<file path="config.mk">
export PLATFORM = sky130hd
export DESIGN_NAME = salru_ram
export DESIGN_NICKNAME = d
export VERILOG_FILES = /design/src/hdl/salru_ram.sv
export SDC_FILE = /design/constraint.sdc
export NUM_CORES = 1
export LEC_CHECK = 0
export BUFFER_PORTS_ARGS = -buffer_cell sky130_fd_sc_hd__clkbuf_2
export CORE_MARGIN = 1.5
export CORE_UTILIZATION = 55
export CTS_BUF_LIST = sky130_fd_sc_hd__clkbuf_8
export CTS_CLUSTER_SIZE = 20
export DETAILED_ROUTE_END_ITERATION = 8
export GPL_ROUTABILITY_DRIVEN = 0
export HOLD_SLACK_MARGIN = 0.03
export PLACE_DENSITY_LB_ADDON = 0.05
export RECOVER_POWER = 25
export SETUP_SLACK_MARGIN = 0.5
export SYNTH_ARGS = -nofsm -noshare
export SYNTH_HDL_FRONTEND = slang
export SYNTH_SLANG_ARGS = --single-unit
</file>
<file path="constraint.sdc">
create_clock -name clk -period 4.3 [get_ports clk]
set_input_delay 0.86 -clock clk [delete_from_list [all_inputs] [get_ports clk]]
set_output_delay 0.86 -clock clk [all_outputs]
set_load 0.05 [all_outputs]
</file>
<file path="src/hdl/salru_ram.sv">
// generic single write port ram with registered read
`timescale 1ns / 1ps
module salru_ram #(
  parameter int unsigned WIDTH = 8,
  parameter int unsigned DEPTH = 16
) (
  input  logic                                  clk,
  input  logic                                  we,
  input  logic [(DEPTH > 1 ? $clog2(DEPTH) : 1)-1:0] waddr,
  input  logic [WIDTH-1:0]                      wdata,
  input  logic                                  re,
  input  logic [(DEPTH > 1 ? $clog2(DEPTH) : 1)-1:0] raddr,
  output logic [WIDTH-1:0]                      rdata
);

  logic [WIDTH-1:0] mem [DEPTH];

  always_ff @(posedge clk) begin
    if (we) begin
      mem[waddr] <= wdata;
    end
    if (re) begin
      rdata <= mem[raddr];
    end
  end

endmodule

</file>
==> results.cfg, run 1 <==
[finish]
nNetsFinal = 287
seq_area_um2 = 4080
drive_gt1_frac = 0.256
area_delta_synth_final_pct = 13.0
multi_input_area_um2 = 1070
final_cell_area_um2 = 5910
antenna_cells = 0
nFillCells = 642
fin_cells = 410

[cts]
cts-htree-levels = 4
cts-root-buf = clkbuf_8
clk-insertion-delay-late_ps = 410
clockBufferDepth = 2
cts.sinks = 136
ctsResizeCount = 0
cts_buffers = 17
hold_buffers = 0
clkSlewWorstSetupHoldPaths_ps = 70
cts_tree = done
post_cts_buffers = 0

[global_routing]
first_global_vias = 2384
grt_antenna_before_repair = 0
track_usage = 0.201
grt_max_degree = 33
grt_pass1_wl_um = 13800
grt_overflow = 0

[floorplan]
die_y_um = 100
coreArea_um2 = 9240
initial_utilization = 0.566
die_w_um = 100
die_area_um2 = 10100
row_count = 35
ios = 27

[synth]
synth_commonest_cells = 136 x edfxtp_1, 18 x mux4_2, 16 x a22oi_1
synth_cells = 229
synth-seq-cells = 136
yosys.area.top_type_share = 0.781
ys_seq_area_frac = 0.781
syn_area_um2 = 5230
ys_types = 18
yosys-top-cells-area = edfxtp_1 78%, mux4_2 7.8%, mux4_1 7.0%
yosysTopAreaCell = edfxtp_1
avgSynthCellArea_um2 = 22.8
synth_nets = 248
synth_flop_cell = edfxtp_1
ys_warn_count = 0
synth_edf_count = 136
post-synth-top-count-cell = edfxtp_1
synthArstFlopShare = 0

[sta]
slew_violations = 0
clock.fmax_mhz = 408
layout_min_cycle_time_ps = 2450
setup_violations = 0
clock_skew_ps = 10.9
grt_setup_unrepaired = false
setup_tns_ps = 0
relSlewSlack = 0.317
finalHoldViolations = 0
finalCritPeriodShare = 0.569
worstMarginPinSlew_ps = 1020

[power_and_ir_drop]
powerDensity_nw_per_um2 = 472
power_leakage_uw = 0.00194
ir_drop_mv = 0.291

[routing]
drt-met1-wl_um = 4090
via_per_inst = 5.69
ant_nets = 0
routed_wirelength_um = 9050
via_count = 2332
highest-signal-layer = met4
drc = 0
drt-initial-drc-count = 160
drt-wirelength-per-cell_um = 22.1
wl_met2_um = 4370
wl_met3_um = 545
dr.pass1.iters = 4

[place]
dp_cells = 378
dpl_cell_area_um2 = 5470
dp_hpwl_um = 5880
portBuffers = 26

[setup_path]
reg2reg_to = rdata[5]$_DFFE_PP_
start_kind = input pin
worst-setup-path-type = in -> reg
r2r_setup_slack_ps = 2770
crit_slowest_cell = mux4_1
critPathLaunch = raddr[0]
timing.rr.start = mem[1][5]$_DFFE_PP_
worstPathRequired_ps = 4460
crit_path_cell_trace = clkbuf_2, buf_4, mux4_1, a22oi_1, nand2_1
crit_path_max_incr_delay_ps = 570
crit_end = rdata[2]$_DFFE_PP_
crit_path_end_kind = flip-flop
reg2reg_depth = 3
arrival_ps = 2610
cp_max_fo = 18

[hold_path]
hold_path_class = reg -> reg
hold_start = mem[14][1]$_DFFE_PP_

[status]
status = completed

[flow_run]
drv_cap = 0
## per-stage QoR
step / hold WS (ps) / utilization / setup slack, ps / power (µW)
finish: 744 / 0.639 / 1850 / 2790
global route: 768 / 0.639 / 1750 / 2870
CTS: 749 / 0.640 / 1830 / 2810
detailed placement: 736 / 0.592 / 1370 / 1680
global placement: 727 / 0.592 / 1380 / 1680
floorplan: 705 / - / 1950 / 1630
## per-layer routing
metal  global-route usage  up-vias
li1                     -     1062
met1                0.283     1186
met2                0.310       82
met3               0.0520        2
met4               0.0748        0
met5                    0        -
## cell usage in the layout (no fill, tap or decap), types with 2 or more instances in the layout
cell       count
edfxtp_1     136
clkbuf_2      20
mux4_2        18
clkbuf_8      17
a22oi_1       16
mux4_1        14
nor2_1        13
nand2_1        9
clkbuf_1       6
bufinv_16      5
clkinv_1       4
buf_4          4
nand3b_1       2
nor3_2         2
nand2b_1       2
nor3_1         2
clkinv_4       2
## flip-flops by register name, indices dropped and copies added, names as in the netlist
register,flops
rdata,8
mem,128
## worst min path at each step
stage	end	slack, ps	cells past startpoint
3_5_place_dp	rdata[1]$_DFFE_PP_	740	3
4_1_cts	rdata[1]$_DFFE_PP_	750	3
6_report	rdata[1]$_DFFE_PP_	740	3
2_1_floorplan	rdata[0]$_DFFE_PP_	700	3
5_1_grt	rdata[7]$_DFFE_PP_	770	3
3_3_place_gp	rdata[5]$_DFFE_PP_	730	3
## power by group
part           internal [µW]  switching, µW  leakage [µW]  total, µW
logic                   52.0           95.4      0.000483        147
clock network            683            460      0.000221       1140
registers               1490           6.61       0.00124       1500
## kinds of logic (layout without fill, tap and decap cells)
kind of cell	Yosys count	after routing	share of synthesized area
AND/OR/NAND/NOR	35	35	0.0314
multiplexers	32	32	0.148
AO/OA/AOI/OAI	16	16	0.0230
buffers and inverters	10	62	0.0165
flip-flops	136	136	0.781
## critical path: cells and delay by family
family,cells,cell delay (ps)
buffers and inverters,2,830
multiplexers,1,570
AO/OA/AOI/OAI,1,260
AND/OR/NAND/NOR,1,90
## area by class of cell
type	count	area share
well taps	129	0.0273
flip-flops and latches	136	0.691
multi-input cells	83	0.181
clock inverters	15	0.0352
repair buffers	30	0.0258
clock buffers	17	0.0396
No activity file was read; power rests on OpenSTA's default activity.
==> run 2: changes to the inputs <==
Clock period 4.3 ns to 2.32 ns, I/O delays scaled along.
==> run 2 against run 1 <==
Compared with the run above: core utilization is 1.8 points higher; final area up 2.8%; hold slack got worse by 280 ps; cell count up 4.6%; critical path depth shrank 4; global-route usage grew 1.3 points; non-clock buffer count up 19; worst setup slack got worse by 1100 ps; via count increased by 5.0%; combinational power rose by 100%; routed wire length up 8.4%; highest routed layer unchanged.
==> results.cfg, run 2 (synthesis gave the netlist of run 1 again) <==
[cts]
cts-root-buf = clkbuf_8
clk-insertion-delay-late_ps = 430
clkSlewWorstSetupHoldPaths_ps = 80
hold_buffers = 0
post_cts_buffers = 0
cts-htree-levels = 4
clockBufferDepth = 2
cts_tree = done
cts_buffers = 17
ctsResizeCount = 0
cts.sinks = 136

[place]
portBuffers = 26
place_ws_ps = 291
dp_hpwl_um = 6230

[floorplan]
ios = 27
row_count = 35
die_area_um2 = 10100
initial_utilization = 0.566
die_y_um = 100
die_w_um = 100
coreArea_um2 = 9240

[power_and_ir_drop]
clkPwrFrac = 0.410
pwr-share-seq = 0.534
internal_power_uw = 4140
swShare = 0.205
ir_drop_mv = 0.566
comb_power_share = 0.057
powerDensity_nw_per_um2 = 858
switchingPower_uw = 1070
power_leakage_uw = 0.00205

[global_routing]
grt_max_degree = 19
grt_pass1_wl_um = 14700
grt_antenna_before_repair = 0
track_usage = 0.214
grt_overflow = 0
first_global_vias = 2493

[setup_path]
crit_path_cell_trace = clkbuf_2
cp_max_fo = 1
worstPathRequired_ps = 1860
worst-setup-path-type = reg -> out
arrival_ps = 1120
crit_path_max_incr_delay_ps = 430
critical-path-top-delay-family = flip-flops
crit_path_end_kind = primary output
start_kind = flip-flop
crit_slowest_cell = edfxtp_1
worst-path-buf-inv = 1

[sta]
clock_skew_ps = 12.5
hold_ws_ps = 461
relSlewSlack = 0.541
slew_violations = 0
setup_ws_ps = 739
setup_violations = 0
setup_tns_ps = 0
grt_setup_unrepaired = false
clock.fmax_mhz = 632
finalHoldViolations = 0
finalCritPeriodShare = 0.681
layout_min_cycle_time_ps = 1580
worstMarginPinSlew_ps = 689

[finish]
final_cell_mix = 136 x edfxtp_1, 21 x buf_4, 20 x clkbuf_2
area_delta_synth_final_pct = 16.1
final_common_cell = edfxtp_1
finish.utilization = 0.657
drive_gt1_frac = 0.300
reg.largest.list = mem x128, rdata x8
largest_register_ffs = 128
nNetsFinal = 306
antenna_cells = 0
regMostFlops = mem

[hold_path]
hold_path_class = in -> reg

[routing]
dr.pass1.iters = 4
drt-initial-drc-count = 141
via_per_inst = 5.71
routed_wirelength_um = 9810
via_count = 2448
drc = 0
ant_nets = 0
drt-wirelength-per-cell_um = 22.9

[status]
status = completed

[flow_run]
drv_cap = 0
run 2: worst paths after layout:
path,startpoint,end,slack [ps],cells past startpoint
max,rdata[4]$_DFFE_PP_,rdata[4],740,1
min,re,rdata[2]$_DFFE_PP_,460,1
max reg2reg,mem[5][3]$_DFFE_PP_,rdata[3]$_DFFE_PP_,850,3
min reg2reg,mem[13][0]$_DFFE_PP_,rdata[0]$_DFFE_PP_,750,3
run 2: layer usage:
metal / vias to the layer above / wire, µm / track usage
met3: 4 / 457 / 0.0673
met2: 72 / 4790 / 0.329
met4: 0 / 22 / 0.0455
met1: 1275 / 4540 / 0.310
met5: - / 0 / 0
li1: 1097 / - / -
run 2: stage by stage:
stage | total power, µW | std cells | instance area [µm²]
global route | 5370 | 429 | 6070
global placement | 3130 | 397 | 5640
CTS | 5240 | 429 | 6080
detailed placement | 3130 | 397 | 5640
finish | 5210 | 429 | 6070
floorplan | 3010 | 229 | 5230
run 2: power by group through the flow:
stage	sequential (µW)	clock [µW]	combinational [µW]
after floorplan	2870	0	140
after global placement	2830	0	295
after detailed placement	2830	0	299
after CTS	2780	2160	299
after global routing	2780	2270	318
final	2780	2140	295
run 2: layout make-up:
type	instances	area (µm²)
Timing Repair Buffer	49	320
Clock buffer	17	234
Tap cell	129	161
Fill cell	615	3170
Sequential cell	136	4080
Multi-Input combinational cell	83	1060
Clock inverter	15	208
==> run 3: changes to the inputs <==
Clock period 2.32 ns to 1.45 ns, I/O delays scaled along.
==> run 3 against run 2 <==
Compared with the run above: cell count is 2.1% higher; clock skew fell by 2.4 ps; clock power increased by 44%; register-to-register slack lost 820 ps; critical path depth increased by 2; die area unchanged; non-clock buffer count rose by 9; largest cell class unchanged; sequential share of layout area shrank 4.7 points; core utilization rose by 4.9 points; final area is 7.5% higher; combinational power up 110%.
==> results.cfg, run 3 (synthesis gave the netlist of run 1 again) <==
[sta]
finalHoldViolations = 0
worstMarginPinSlew_ps = 817
setup_ws_ps = 34.9
setup_tns_ps = 0
hold_ws_ps = 328
setup_violations = 0
finalCritPeriodShare = 0.976
grt_setup_unrepaired = true
clock.fmax_mhz = 707
relSlewSlack = 0.454
clock_skew_ps = 10.1
slew_violations = 0
layout_min_cycle_time_ps = 1420

[cts]
clockBufferDepth = 2
cts.sinks = 136
clk-insertion-delay-late_ps = 430
cts_tree = done
cts-htree-levels = 4
cts-root-buf = clkbuf_8
hold_buffers = 0
clkSlewWorstSetupHoldPaths_ps = 80
cts_buffers = 17

[status]
status = completed

[setup_path]
arrival_ps = 1600
start_kind = flip-flop
worstPathRequired_ps = 1630
crit_path_max_incr_delay_ps = 500
crit_slowest_cell = mux4_2
crit_path_cell_trace = mux4_2, a22oi_2, nand2_1
cp_max_fo = 1
crit_path_end_kind = flip-flop
worst-setup-path-type = reg -> reg

[global_routing]
grt_antenna_before_repair = 0
track_usage = 0.220
grt_busiest_layer = met2
grt_use_met1 = 0.315
first_global_vias = 2489
gr-usage-met2 = 0.334
grt_util_met3 = 0.0749
grt_overflow = 0
grt_pass1_wl_um = 14800
grt_max_degree = 21

[floorplan]
coreArea_um2 = 9240
die_w_um = 100
ios = 27
die_area_um2 = 10100
initial_utilization = 0.566
row_count = 35
die_y_um = 100

[finish]
reg.largest.list = mem x128, rdata x8
final_cell_mix = 136 x edfxtp_1, 32 x mux4_2, 17 x clkbuf_8
fin_cells = 438
antenna_cells = 0
drive_gt1_frac = 0.460
regMostFlops = mem
nNetsFinal = 315
final_common_cell = edfxtp_1
area_delta_synth_final_pct = 24.8
largest_register_ffs = 128

[routing]
drt-wirelength-per-cell_um = 22.8
routed_wirelength_um = 9980
dr.pass1.iters = 4
drc = 0
ant_nets = 0
drt-initial-drc-count = 237
via_per_inst = 5.69
via_count = 2493

[power_and_ir_drop]
ir_drop_mv = 0.729
powerDensity_nw_per_um2 = 1250
power_leakage_uw = 0.00212
power_uw = 8170

[place]
dp_cells = 399
portBuffers = 26
dp_hpwl_um = 6270
place_ws_ps = -442

[flow_run]
drv_cap = 0

[hold_path]
hold_path_class = in -> reg
-- run 3: changes by cell type in the layout (fill, tap and decap cells not counted), moves of 5 or more --
cell and delta:
buf_12 +14, clkbuf_2 -11, buf_8 +9, buf_4 -9
mux4_2 +14, a22oi_1 -7, a22oi_2 +7, mux4_1 -14
nor2_4 +12, nor2_1 -12, buf_6 +5
-- run 3: per-stage QoR --
step                 util  instance area (µm²)
detailed placement  0.637                 5890
finish              0.706                 6530
floorplan               -                 5380
global route        0.706                 6530
global placement    0.637                 5890
CTS                 0.702                 6490
-- run 3: routing by layer --
layer  wire [µm]  vias to the layer above  share of wire
met5           0                        -              0
met4          82                        0         0.0082
met3         618                        8          0.062
met2        4920                       99           0.49
met1        4350                     1280           0.44
li1            -                     1106              -
-- run 3: worst paths after layout --
path | slack [ps] | cells past startpoint | start | endpoint
worst min-delay path | 330 | 1 | wdata[5] | mem[6][5]$_DFFE_PP_
worst max-delay path | 30 | 3 | mem[3][5]$_DFFE_PP_ | rdata[5]$_DFFE_PP_
worst min register to register | 760 | 3 | mem[6][0]$_DFFE_PP_ | rdata[0]$_DFFE_PP_
worst max register to register | 30 | 3 | mem[3][5]$_DFFE_PP_ | rdata[5]$_DFFE_PP_
-- run 3: cell type report --
type	instances	area (µm²)
well taps	129	161
clock buffers	17	234
flip-flops and latches	136	4080
multi-input cells	83	1210
repair buffers	58	673
fillers	572	2710
clock inverters	15	166
-- run 3: repair_timing --
| action | CTS | global route |
|---|---|---|
| resized for setup | 24 | 17 |
| pin swaps | 6 | 2 |
| buffers inserted | 6 | 1 |
| endpoints found under the setup margin | 104 | 64 |
-- run 3: power by group --
group          switching, µW  internal (µW)  total, µW
Clock                   1530           1570       3090
Combinational            344            279        623
Sequential              30.2           4420       4450
-- run 3: critical path: cells and delay by family, from the launching register on --
family | cells | cell delay [ps]
simple gates | 1 | 70
flops | 1 | 370
mux | 1 | 500
compound gates | 1 | 220
